===== config.mk =====
export PLATFORM = sky130hd
export DESIGN_NAME = hex_float_literal_parser_top_flat
export DESIGN_NICKNAME = d
export VERILOG_FILES = /design/src/rtl/hflp_pkg.sv /design/src/rtl/hflp_char_if.sv /design/src/rtl/hflp_result_if.sv /design/src/rtl/hflp_scan.sv /design/src/rtl/hflp_finish.sv /design/src/rtl/hex_float_literal_parser_top.sv /design/src/flat_wrapper.sv
export VERILOG_INCLUDE_DIRS = /design/src /design/src/rtl
export SDC_FILE = /design/constraint.sdc
export NUM_CORES = 1
export LEC_CHECK = 0
export BUFFER_PORTS_ARGS = -buffer_cell sky130_fd_sc_hd__buf_2
export CELL_PAD_IN_SITES_DETAIL_PLACEMENT = 1
export CELL_PAD_IN_SITES_GLOBAL_PLACEMENT = 2
export CORE_ASPECT_RATIO = 0.8
export CORE_MARGIN = 2
export CORE_UTILIZATION = 40
export CTS_CLUSTER_SIZE = 14
export DETAILED_ROUTE_END_ITERATION = 8
export PLACE_DENSITY = 0.81
export SYNTH_ARGS = -nofsm -noshare
export SYNTH_HDL_FRONTEND = slang
export SYNTH_SLANG_ARGS = --single-unit

===== constraint.sdc =====
create_clock -name clk -period 7.73 [get_ports clk]
set_input_delay 0.773 -clock clk [delete_from_list [all_inputs] [get_ports clk]]
set_output_delay 0.773 -clock clk [all_outputs]
set_load 0.01 [all_outputs]

===== src/rtl/hex_float_literal_parser_top_assert.svh =====
// ----------------------------------------------------------------------------
// hex float literal parser assertion macros
// shared concurrent assertion forms, clocked on clk, disabled in reset
// ----------------------------------------------------------------------------
`ifndef HEX_FLOAT_LITERAL_PARSER_TOP_ASSERT_SVH
`define HEX_FLOAT_LITERAL_PARSER_TOP_ASSERT_SVH

// same-cycle implication
`define HFLP_ASSERT_IMP(lbl, ante, cons, msg) \
	lbl: assert property (@(posedge clk) disable iff (!arst_n) (ante) |-> (cons)) \
		else $error(msg);

// next-cycle implication
`define HFLP_ASSERT_NXT(lbl, ante, cons, msg) \
	lbl: assert property (@(posedge clk) disable iff (!arst_n) (ante) |=> (cons)) \
		else $error(msg);

`endif


===== src/rtl/hflp_pkg.sv =====
// ----------------------------------------------------------------------------
// hflp_pkg
// shared types and codes of the hex float literal parser
// ----------------------------------------------------------------------------
package hflp_pkg;

	// size codes
	localparam logic [1:0] SIZE_DOUBLE = 2'd0;
	localparam logic [1:0] SIZE_FLOAT  = 2'd1;
	localparam logic [1:0] SIZE_LONG   = 2'd2;

	// accumulated exponent limits (17 bit signed)
	localparam logic signed [17:0] ACC_MAX = 18'sd65535;
	localparam logic signed [17:0] ACC_MIN = -18'sd65536;

	// result exponent limits (16 bit signed)
	localparam logic signed [17:0] RES_MAX = 18'sd32767;
	localparam logic signed [17:0] RES_MIN = -18'sd32768;

	// parsed literal as handed from the scanner to the finisher
	typedef struct packed {
		logic [63:0]        mant;
		logic signed [16:0] expo;
		logic [15:0]        pow;
		logic               neg;
		logic [1:0]         size;
		logic               sat;
		logic               seen;
	} rec_t;

endpackage


===== src/rtl/hflp_char_if.sv =====
// ----------------------------------------------------------------------------
// hflp_char_if
// character channel: one literal character per word
// ----------------------------------------------------------------------------
interface hflp_char_if;
	logic       valid;
	logic       ready;
	logic [7:0] char_code;
	logic       final_char;

	modport source (output valid, output char_code, output final_char, input ready);
	modport sink (input valid, input char_code, input final_char, output ready);
endinterface


===== src/rtl/hflp_result_if.sv =====
// ----------------------------------------------------------------------------
// hflp_result_if
// result channel: one parsed literal per word
// ----------------------------------------------------------------------------
interface hflp_result_if;
	logic               valid;
	logic               ready;
	logic [63:0]        mantissa;
	logic signed [15:0] binary_exponent;
	logic [1:0]         size_code;
	logic               exponent_saturated;

	modport source (output valid, output mantissa, output binary_exponent,
		output size_code, output exponent_saturated, input ready);
	modport sink (input valid, input mantissa, input binary_exponent,
		input size_code, input exponent_saturated, output ready);
endinterface


===== src/rtl/hflp_scan.sv =====
// ----------------------------------------------------------------------------
// hflp_scan
// per-character parse state update and capture of the finished literal
// ----------------------------------------------------------------------------
module hflp_scan #(
	parameter int MANT_BITS = 64
) (
	input  logic              clk,
	input  logic              arst_n,
	hflp_char_if.sink         chr,
	output hflp_pkg::rec_t    rec_s1,
	output logic              rec_valid_s1,
	input  logic              rec_ready
);

	`include "hex_float_literal_parser_top_assert.svh"

	typedef enum logic [4:0] {
		PH_WHOLE   = 5'b00001,
		PH_FRAC    = 5'b00010,
		PH_EXPSIGN = 5'b00100,
		PH_EXPDIG  = 5'b01000,
		PH_DONE    = 5'b10000
	} phase_t;

	typedef struct packed {
		logic signed [16:0] expo;
		logic               sat;
	} step_t;

	localparam logic [7:0]  CH_DOT   = 8'h2e;
	localparam logic [7:0]  CH_LP    = 8'h70;
	localparam logic [7:0]  CH_UP    = 8'h50;
	localparam logic [7:0]  CH_MINUS = 8'h2d;
	localparam logic [7:0]  CH_PLUS  = 8'h2b;
	localparam logic [7:0]  CH_LF    = 8'h66;
	localparam logic [7:0]  CH_UF    = 8'h46;
	localparam logic [7:0]  CH_LL    = 8'h6c;
	localparam logic [7:0]  CH_UL    = 8'h4c;
	localparam logic [7:0]  MANT_LIM = 8'(MANT_BITS);
	localparam logic [63:0] KEEP     = ~({64{1'b1}} >> MANT_BITS);

	// saturating exponent step
	function automatic step_t exp_step(input logic signed [16:0] e,
		input logic signed [3:0] d);
		logic signed [17:0] s;
		step_t r;
		s = 18'(e) + 18'(d);
		r.sat = 1'b0;
		if (s > hflp_pkg::ACC_MAX) begin
			r.expo = 17'(hflp_pkg::ACC_MAX);
			r.sat  = 1'b1;
		end else if (s < hflp_pkg::ACC_MIN) begin
			r.expo = 17'(hflp_pkg::ACC_MIN);
			r.sat  = 1'b1;
		end else begin
			r.expo = 17'(s);
		end
		return r;
	endfunction

	phase_t         phase_q, phase_n;
	hflp_pkg::rec_t st_q, st_n;
	logic [6:0]     bf_q, bf_n;

	logic [7:0]  c;
	logic        is_hex, is_dec, frac;
	logic [3:0]  nib;
	logic [1:0]  lz;
	logic [63:0] nib_top;
	logic [7:0]  bf_sum;
	logic [19:0] pow_calc;
	step_t       stp;
	logic        fire;

	hflp_pkg::rec_t dg_st;
	logic [6:0]     dg_bf;

	assign c      = chr.char_code;
	assign fire   = chr.valid && chr.ready;
	assign frac   = (phase_q == PH_FRAC);
	assign is_dec = (c >= 8'h30) && (c <= 8'h39);
	assign nib_top = {nib, 60'd0};
	assign bf_sum  = {1'b0, bf_q} + 8'd4;
	assign chr.ready = !rec_valid_s1 || rec_ready;

	// hex digit decode
	always_comb begin
		is_hex = 1'b1;
		nib    = c[3:0];
		if (is_dec) begin
			nib = c[3:0];
		end else if ((c >= 8'h61 && c <= 8'h66) || (c >= 8'h41 && c <= 8'h46)) begin
			nib = c[3:0] + 4'd9;
		end else begin
			is_hex = 1'b0;
		end
	end

	// leading zeros of the nibble
	always_comb begin
		priority if (nib[3]) lz = 2'd0;
		else if (nib[2])     lz = 2'd1;
		else if (nib[1])     lz = 2'd2;
		else                 lz = 2'd3;
	end

	// one digit: four mantissa bits and the exponent count
	always_comb begin
		dg_st = st_q;
		dg_bf = bf_q;
		stp   = exp_step(st_q.expo, 4'sd4);
		if (!st_q.seen) begin
			if (nib == 4'd0) begin
				stp = exp_step(st_q.expo, -4'sd4);
				if (frac) begin
					dg_st.expo = stp.expo;
					dg_st.sat  = st_q.sat | stp.sat;
				end
			end else begin
				dg_st.seen = 1'b1;
				dg_st.mant = (nib_top << lz) & KEEP;
				dg_bf      = 7'd4 - 7'(lz);
				if (frac) begin
					// first one counts as a fraction bit too
					stp        = exp_step(st_q.expo, $signed(~{2'b00, lz}));
					dg_st.expo = stp.expo;
					dg_st.sat  = st_q.sat | stp.sat;
				end else begin
					dg_st.expo = 17'sd3 - $signed(17'(lz));
				end
			end
		end else begin
			dg_st.mant = st_q.mant | ((nib_top >> bf_q) & KEEP);
			dg_bf      = (bf_sum > MANT_LIM) ? 7'(MANT_LIM) : 7'(bf_sum);
			if (!frac) begin
				dg_st.expo = stp.expo;
				dg_st.sat  = st_q.sat | stp.sat;
			end
		end
	end

	assign pow_calc = ({4'd0, st_q.pow} << 3) + ({4'd0, st_q.pow} << 1) + 20'(c[3:0]);

	always_comb begin
		st_n    = st_q;
		bf_n    = bf_q;
		phase_n = phase_q;
		unique case (phase_q)
			PH_WHOLE, PH_FRAC: begin
				if (is_hex) begin
					st_n = dg_st;
					bf_n = dg_bf;
				end else if (c == CH_DOT && phase_q == PH_WHOLE) begin
					phase_n = PH_FRAC;
				end else if (c == CH_LP || c == CH_UP) begin
					phase_n = PH_EXPSIGN;
				end else begin
					phase_n = PH_DONE;
					if (c == CH_LL || c == CH_UL) st_n.size = hflp_pkg::SIZE_LONG;
				end
			end
			PH_EXPSIGN, PH_EXPDIG: begin
				if (c == CH_MINUS && phase_q == PH_EXPSIGN) begin
					st_n.neg = 1'b1;
					phase_n  = PH_EXPDIG;
				end else if (c == CH_PLUS && phase_q == PH_EXPSIGN) begin
					phase_n = PH_EXPDIG;
				end else if (is_dec) begin
					phase_n = PH_EXPDIG;
					if (pow_calc > 20'd65535) begin
						st_n.pow = 16'hffff;
						st_n.sat = 1'b1;
					end else begin
						st_n.pow = 16'(pow_calc);
					end
				end else begin
					phase_n = PH_DONE;
					if (c == CH_LF || c == CH_UF) st_n.size = hflp_pkg::SIZE_FLOAT;
					else if (c == CH_LL || c == CH_UL) st_n.size = hflp_pkg::SIZE_LONG;
				end
			end
			default: begin
				phase_n = PH_DONE;
			end
		endcase
	end

	always_ff @(posedge clk or negedge arst_n) begin
		if (!arst_n) begin
			phase_q      <= PH_WHOLE;
			st_q         <= '0;
			bf_q         <= '0;
			rec_valid_s1 <= 1'b0;
		end else begin
			if (fire && chr.final_char) begin
				phase_q      <= PH_WHOLE;
				st_q         <= '0;
				bf_q         <= '0;
				rec_valid_s1 <= 1'b1;
			end else begin
				if (fire) begin
					phase_q <= phase_n;
					st_q    <= st_n;
					bf_q    <= bf_n;
				end
				if (rec_ready) rec_valid_s1 <= 1'b0;
			end
		end
	end

	always_ff @(posedge clk) begin
		if (fire && chr.final_char) rec_s1 <= st_n;
	end

	`HFLP_ASSERT_IMP(a_lead_one, st_q.seen, st_q.mant[63], "leading one missing")
	`HFLP_ASSERT_IMP(a_zero_empty, !st_q.seen, st_q.mant == 64'd0 && bf_q == 7'd0,
		"bits taken before the leading one")
	`HFLP_ASSERT_NXT(a_restart, fire && chr.final_char,
		phase_q == PH_WHOLE && !st_q.seen && rec_valid_s1, "no restart after final word")

endmodule


===== src/rtl/hflp_finish.sv =====
// ----------------------------------------------------------------------------
// hflp_finish
// applies the p exponent, clamps, and holds the result word
// ----------------------------------------------------------------------------
module hflp_finish (
	input  logic           clk,
	input  logic           arst_n,
	input  hflp_pkg::rec_t rec_s1,
	input  logic           rec_valid_s1,
	output logic           rec_ready,
	hflp_result_if.source  res
);

	`include "hex_float_literal_parser_top_assert.svh"

	logic signed [17:0] e_sum;
	logic signed [15:0] e_out;
	logic               e_sat;
	logic               take;
	logic               valid_q;

	assign rec_ready = !valid_q || res.ready;
	assign take      = rec_valid_s1 && rec_ready;
	assign res.valid = valid_q;

	always_comb begin
		e_sum = rec_s1.neg ? 18'(rec_s1.expo) - $signed({2'b00, rec_s1.pow})
		                   : 18'(rec_s1.expo) + $signed({2'b00, rec_s1.pow});
		e_sat = rec_s1.sat;
		if (e_sum > hflp_pkg::RES_MAX) begin
			e_out = 16'(hflp_pkg::RES_MAX);
			e_sat = 1'b1;
		end else if (e_sum < hflp_pkg::RES_MIN) begin
			e_out = 16'(hflp_pkg::RES_MIN);
			e_sat = 1'b1;
		end else begin
			e_out = 16'(e_sum);
		end
	end

	always_ff @(posedge clk or negedge arst_n) begin
		if (!arst_n) begin
			valid_q <= 1'b0;
		end else if (take) begin
			valid_q <= 1'b1;
		end else if (res.ready) begin
			valid_q <= 1'b0;
		end
	end

	always_ff @(posedge clk) begin
		if (take) begin
			res.size_code <= rec_s1.size;
			if (rec_s1.seen) begin
				res.mantissa           <= rec_s1.mant;
				res.binary_exponent    <= e_out;
				res.exponent_saturated <= e_sat;
			end else begin
				// zero value
				res.mantissa           <= '0;
				res.binary_exponent    <= '0;
				res.exponent_saturated <= 1'b0;
			end
		end
	end

	`HFLP_ASSERT_IMP(a_zero_word, valid_q && res.mantissa == 64'd0,
		res.binary_exponent == 16'sd0 && !res.exponent_saturated, "zero with exponent")
	`HFLP_ASSERT_IMP(a_norm_word, valid_q && res.mantissa != 64'd0, res.mantissa[63],
		"mantissa not normalized")

endmodule


===== src/rtl/hex_float_literal_parser_top.sv =====
// ----------------------------------------------------------------------------
// hex_float_literal_parser_top
// hex floating literal parser: characters after 0x in, normalized value out
// ----------------------------------------------------------------------------
// takes one character word per cycle on chr while ready is high (digits,
// optional '.', optional p/P with sign and decimal power, optional f/F/l/L
// suffix; f/F is a digit until the power marker). the word flagged final_char
// closes the literal and the parser restarts for the next one. res carries the
// first MANT_BITS significant bits, truncated, with the leading one at bit 63,
// the power of two of bit 63, the size code and a flag raised when the running
// exponent, the power value or the final 16 bit exponent clamped. zero gives
// mantissa 0 and exponent 0. an unexpected character stops parsing; later
// characters up to the final one are ignored. the scanner updates the parse
// state with each character taken. its capture register loads when the final
// character is taken, and the finisher's output register loads from it once
// the output register is empty or its word is accepted, so the result word
// passes through both registers. characters keep flowing while a result
// waits, stalling only when both the capture and the output register are full.
// ----------------------------------------------------------------------------
module hex_float_literal_parser_top #(
	parameter int MANT_BITS = 64
) (
	input  logic          clk,
	input  logic          arst_n,
	hflp_char_if.sink     chr,
	hflp_result_if.source res
);

	// literal handed from scanner to finisher
	hflp_pkg::rec_t rec_s1;
	logic           rec_valid_s1;
	logic           rec_ready;

	// character scanner, keeps the running parse state
	hflp_scan #(
		.MANT_BITS (MANT_BITS)
	) u_scan (
		.clk          (clk),
		.arst_n       (arst_n),
		.chr          (chr),
		.rec_s1       (rec_s1),
		.rec_valid_s1 (rec_valid_s1),
		.rec_ready    (rec_ready)
	);

	// exponent combine, clamp and output register
	hflp_finish u_finish (
		.clk          (clk),
		.arst_n       (arst_n),
		.rec_s1       (rec_s1),
		.rec_valid_s1 (rec_valid_s1),
		.rec_ready    (rec_ready),
		.res          (res)
	);

endmodule

===== src/flat_wrapper.sv =====
// flat-port wrapper written by rule: the top's interface ports become plain ports
module hex_float_literal_parser_top_flat 
#(
	parameter int MANT_BITS = 64
)
  (clk, arst_n, chr_valid, chr_char_code, chr_final_char, chr_ready, res_valid, res_mantissa, res_binary_exponent, res_size_code, res_exponent_saturated, res_ready);
  hflp_char_if chr_i ();
  hflp_result_if res_i ();
  input  logic clk;
  input  logic arst_n;
  input wire logic [$bits(chr_i.valid)-1:0] chr_valid;
  input wire logic [$bits(chr_i.char_code)-1:0] chr_char_code;
  input wire logic [$bits(chr_i.final_char)-1:0] chr_final_char;
  output wire logic [$bits(chr_i.ready)-1:0] chr_ready;
  output wire logic [$bits(res_i.valid)-1:0] res_valid;
  output wire logic [$bits(res_i.mantissa)-1:0] res_mantissa;
  output wire logic [$bits(res_i.binary_exponent)-1:0] res_binary_exponent;
  output wire logic [$bits(res_i.size_code)-1:0] res_size_code;
  output wire logic [$bits(res_i.exponent_saturated)-1:0] res_exponent_saturated;
  input wire logic [$bits(res_i.ready)-1:0] res_ready;
  assign chr_i.valid = chr_valid;
  assign chr_i.char_code = chr_char_code;
  assign chr_i.final_char = chr_final_char;
  assign chr_ready = chr_i.ready;
  assign res_valid = res_i.valid;
  assign res_mantissa = res_i.mantissa;
  assign res_binary_exponent = res_i.binary_exponent;
  assign res_size_code = res_i.size_code;
  assign res_exponent_saturated = res_i.exponent_saturated;
  assign res_i.ready = res_ready;
  hex_float_literal_parser_top #(.MANT_BITS(MANT_BITS)) u_core (.clk(clk), .arst_n(arst_n), .chr(chr_i), .res(res_i));
endmodule

; Yosys cells after proc, flatten, opt, wreduce, memory -nomap -nowiden
; Cells that the tools add are included.
[classes]
n_eq_ne = 15
muxes = 81
n_bitwise = 6
order_cmp = 16
n_addsub = 11
n_reduce_logical = 28
shift = 2
[op_table]
columns = operator, n
row1 = $mux W102, 2
row2 = $mux W18, 9
row3 = $mux W81, 2
row4 = $mux W17, 7
row5 = $mux W98, 1
row6 = $mux W16, 5
row7 = $mux W64, 1
row8 = $or A64 B64 Y64, 1
row9 = $shl A64 B2 Y64, 1
row10 = $shr A64 B7 Y64, 1
row11 = $gt A18 B17 Y1 const B, 3
row12 = $lt A18 B17 Y1 const B, 3
row13 = $mux W7, 7
row14 = $eq A8 B7 Y1 const B, 6
row15 = $mux W5, 8
row16 = $pmux W20 S2, 1
row17 = $eq A8 B6 Y1 const B, 3
row18 = $mux W1, 23
row19 = $add A19 B17 Y20, 1
row20 = $add A20 B4 Y20, 1
row21 = $gt A20 B16 Y1 const B, 1
row22 = $add A17 B17 Y18, 1
row23 = $add A17 B3 Y18 const B, 1
row24 = $add A17 B4 Y18, 1
row25 = 35 further kinds, 69
[totals]
ff_bits = 301
out_inout_bits = 85

; Depth between registers and ports, before layout
[depth]
depth_word = 24
ltp_mapped = 18
depth_no_buf = 16

; Cells and area by module
; From an unflattened synthesis, not the netlist that was laid out.
[hier_totals]
cells_unflattened = 1671
hier_area_um2 = 16657.2
[modules_own_cells]
columns = module, n_inst, area_each_um2, cells_per_inst
row1 = hflp_scan, 1, 12258.0, 1323
row2 = hflp_finish, 1, 4399.2, 348

; Least setup slack after synthesis
; No wires, ideal clock.
[synth_path]
path_kind = input-to-reg
startpoint = input chr_char_code[0]
endpoint = register, netlist name u_core.u_scan.rec_s1[31]
arrival_time_ns = 5.178
path_buffers = 3
required_ns = 7.460
setup_slack_ns = 2.282
path_stages = 17
path_cell_list = clkbuf_1 inv_1 ha_1 or3b_1 clkbuf_1 a31oi_1 o21ai_0 ha_1 fa_1 or4b_2 nor4_2 nand2_1 o211ai_1 buf_4 o221ai_1 a2111oi_1 nor2_1
[synth_rtl]
columns = item, line
row1 = "start, declared", flat_wrapper.sv:12  ; input wire logic [$bits(chr_i.char_code)-1:0] chr_char_code;

==> flow_summary.yaml <==
run_status:
  outcome: "complete, no violations"
floorplan:
  die_h_um: 186.7
  initial_core_util: 0.4083
  core-area_sq_mm: 0.04088
  core.rowCount: 66
  die_x_um: 232.4
  ioPinCount: 98
  die_area_sq_mm: 0.04338
critical_path:
  criticalPathCategory: "in2reg"
  cp_top_family: "simple AND/OR/NAND/NOR gates"
  slowest_delay_ns: 0.79
  critPathCapture: "u_core.u_scan.rec_s1[31]"
  timing.rr.start: "u_core.u_scan.rec_s1[9]"
  required_ns: 7.99
  crit_arrival_ns: 5.95
  timing.rr.end: "u_core.u_finish.res.binary_exponent[3]"
  worstPathMaxFanout: 9
  start_kind: "input port"
  crit_path_top_delay_cell: "or4b_2"
  path_depth: 16
  crit_buf_inv: 2
  crit_start: "chr_char_code[1]"
  reg2reg_depth: 14
  crit_chain: "buf_2 -> inv_1 -> ha_1 -> or3b_1 -> a31oi_1 -> o21ai_0 -> ha_1 -> fa_1 -> or4b_2 -> nor4_2 -> nand2_1 -> o211a_2 -> a32oi_1 -> nor2_1 -> a2111oi_1 -> nor2_1"
  cp-end-kind: "register"
  reg2reg_slack_ns: 2.56
synthesis:
  synth_cells: 1613
  synth-edff-count: 185
  yosysWarnings: 0
  ys_async_sr_fraction: 0.3854
  seq_area_frac_synth: 0.5069
  syn_avg_cell_area_sq_um: 10.35
  synth_area_leader_cell: "edfxtp_1"
  ys_ff_latch: 301
  synth_area_leaders: "edfxtp_1 (33%), dfrtp_1 (17%), ha_1 (4.6%), a22o_1 (4.5%), o21ai_0 (3.9%)"
  synth_top_area_frac: 0.3329
  syn_nets: 1692
  syn_area_sq_mm: 0.01669
  yosysUniqueCellTypes: 96
  ys.flop_type: "edfxtp_1"
finish:
  fill_cells: 4499
  layoutNonFillerInstCount: 2240
  layout.cells.most_common: "edfxtp_1"
  final_cell_mix: "edfxtp_1 (185), nand2_1 (152), o21ai_0 (130)"
  nets: 1749
  drive_gt1_frac: 0.1315
  syn_to_final_growth_pct: 12.44
  n_antenna_cell: 0
power:
  combPwrFrac: 0.129
  p_per_area_mw_per_mm2: 210.3
  swShare: 0.2742
  p_int_uw: 2864
  ir_worst_vdd_v: 0.0001209
  p_seq_frac: 0.462
  clkPwrFrac: 0.409
  leakage_uw: 0.007608
  power.switching_uw: 1082
global_route:
  grt_pass1_wl_um: 78920
  grt_pass1_vias: 13250
  grtUsageTotal: 0.2327
  antenna_found_initial: 2
  grt.overflow.total: 0
  grt_max_degree: 68
timing:
  relSlewSlack: 0.1868
  min_period_ns: 5.682
  rsz0062_at_grt: "no"
  hold_viol: 0
  worst_pin_slew_ns: 1.220
  final.setup.tns_ns: 0
  drv_slew: 0
  clock.fmax_mhz: 176.0
  post-route-period-util: 0.7351
  setup-violations-final: 0
  clock_skew_ns: 0.01933
clock_network:
  cts_setup_buffers: 0
  clkLatencyLatePin_ns: 0.54
  clk_pin_slew_ns: 0.06
  cts_tree: "yes"
  cts_resized: 0
  cts_buffers: 34
  clockBufferDepth: 3
  root_buffer: "clkbuf_16"
  htree_levels: 2
  clkSinkCount: 301
  postCtsHoldBufs: 0
routing:
  vias: 13190
  wirelength_um: 50340
  wl_per_cell_um: 22.47
  drt_first_pass_iters: 5
  ant_nets: 0
  vias_per_cell: 5.888
  route.detailed.drc: 0
  drtIter0Drc: 1181
job:
  maxCapViolations: 0
placement:
  gp_congestion: 0.8832
  numPortBuffers: 97
  dp_cells: 2178
  dpl.hpwl_um: 35890
hold_path:
  hold_class: "in2async"
[worst min path at each step]
stage          depth (start not counted)                               end  slack (ns)               startpoint
2_1_floorplan                          0  u_core.u_finish.res.size_code[0]        0.40  u_core.u_scan.rec_s1[2]
3_3_place_gp                           0  u_core.u_finish.res.size_code[0]        0.41  u_core.u_scan.rec_s1[2]
3_5_place_dp                           0  u_core.u_finish.res.size_code[0]        0.41  u_core.u_scan.rec_s1[2]
4_1_cts                                1            u_core.u_scan.st_q[24]        0.37                   arst_n
5_1_grt                                1            u_core.u_scan.st_q[24]        0.41                   arst_n
6_report                               1            u_core.u_scan.st_q[87]        0.35                   arst_n
[metrics by stage]
step / total power (uW) / setup slack [ns] / utilization / cell area, sq um / hold slack, ns
after global routing: 4091 / 1.654 / 0.4590 / 18760 / 0.4145
after global placement: 2349 / 1.813 / 0.4318 / 17650 / 0.4066
after CTS: 3980 / 2.124 / 0.4590 / 18760 / 0.3747
final: 3946 / 2.048 / 0.4590 / 18760 / 0.3489
after floorplan: 2178 / 2.282 / - / 16690 / 0.4003
after detailed placement: 2360 / 1.586 / 0.4318 / 17650 / 0.4144
[state kept, by name (all words and copies together), names as in the netlist]
register,count
u_core.u_finish.res.size_code,2
u_core.u_finish.res.exponent_saturated,1
u_core.u_scan.phase_q,5
u_core.u_scan.rec_s1,102
u_core.u_scan.bf_q,7
u_core.u_scan.st_q,83
u_core.u_finish.res.mantissa,64
u_core.u_finish.res.valid,1
u_core.u_scan.dg_st,19
u_core.u_scan.rec_valid_s1,1
u_core.u_finish.res.binary_exponent,16
[Yosys cell counts (all sizes together) (12+ instances only)]
cell type and count:
a211oi 16, a21o 15, a21oi 87, a22o 86
a31oi 15, and2 75, and3 14, buf 17
clkbuf 78, dfrtp 115, edfxtp 185, ha 62
inv 40, nand2 152, nand2b 26, nand3 24
nor2 126, nor3 47, nor4 15, o21a 13
o21ai 150, o22ai 12, or3 17, xnor2 39
xor2 17
[metal layers]
layer / vias to the layer above / wire, um / GRT usage
met4: 0 / 694 / 0.04117
li1: 6107 / - / -
met3: 63 / 3703 / 0.04661
met5: - / 0 / 0
met2: 408 / 21100 / 0.3369
met1: 6612 / 24830 / 0.3605
[power by group through the flow]
| stage | clock, uW | sequential, uW | combinational [uW] |
|---|---|---|---|
| after CTS | 1650 | 1820 | 510 |
| after floorplan | 0 | 1850 | 326 |
| after global routing | 1700 | 1830 | 560 |
| after detailed placement | 0 | 1850 | 507 |
| final | 1610 | 1820 | 510 |
| after global placement | 0 | 1850 | 499 |
[cell families after synthesis]
family	Yosys count	synth area share
simple gates	551	0.1694
buf+inv	135	0.03254
fa+ha+maj	66	0.05128
xor+xnor	56	0.02939
mux	14	0.008697
compound gates	490	0.2018
flops	301	0.5069
[area by class of cell]
cell class / count / area [sq um] / share of cell area
clock inverter: 16 / 186.4 / 0.009935
tap: 544 / 680.7 / 0.03627
multi-input combinational: 1177 / 7729 / 0.4119
timing repair buffer: 116 / 630.6 / 0.03361
clock buffer: 46 / 925.9 / 0.04934
sequential: 301 / 8459 / 0.4508
inverter: 40 / 152.6 / 0.008135
(Power assumes the default switching activity.)
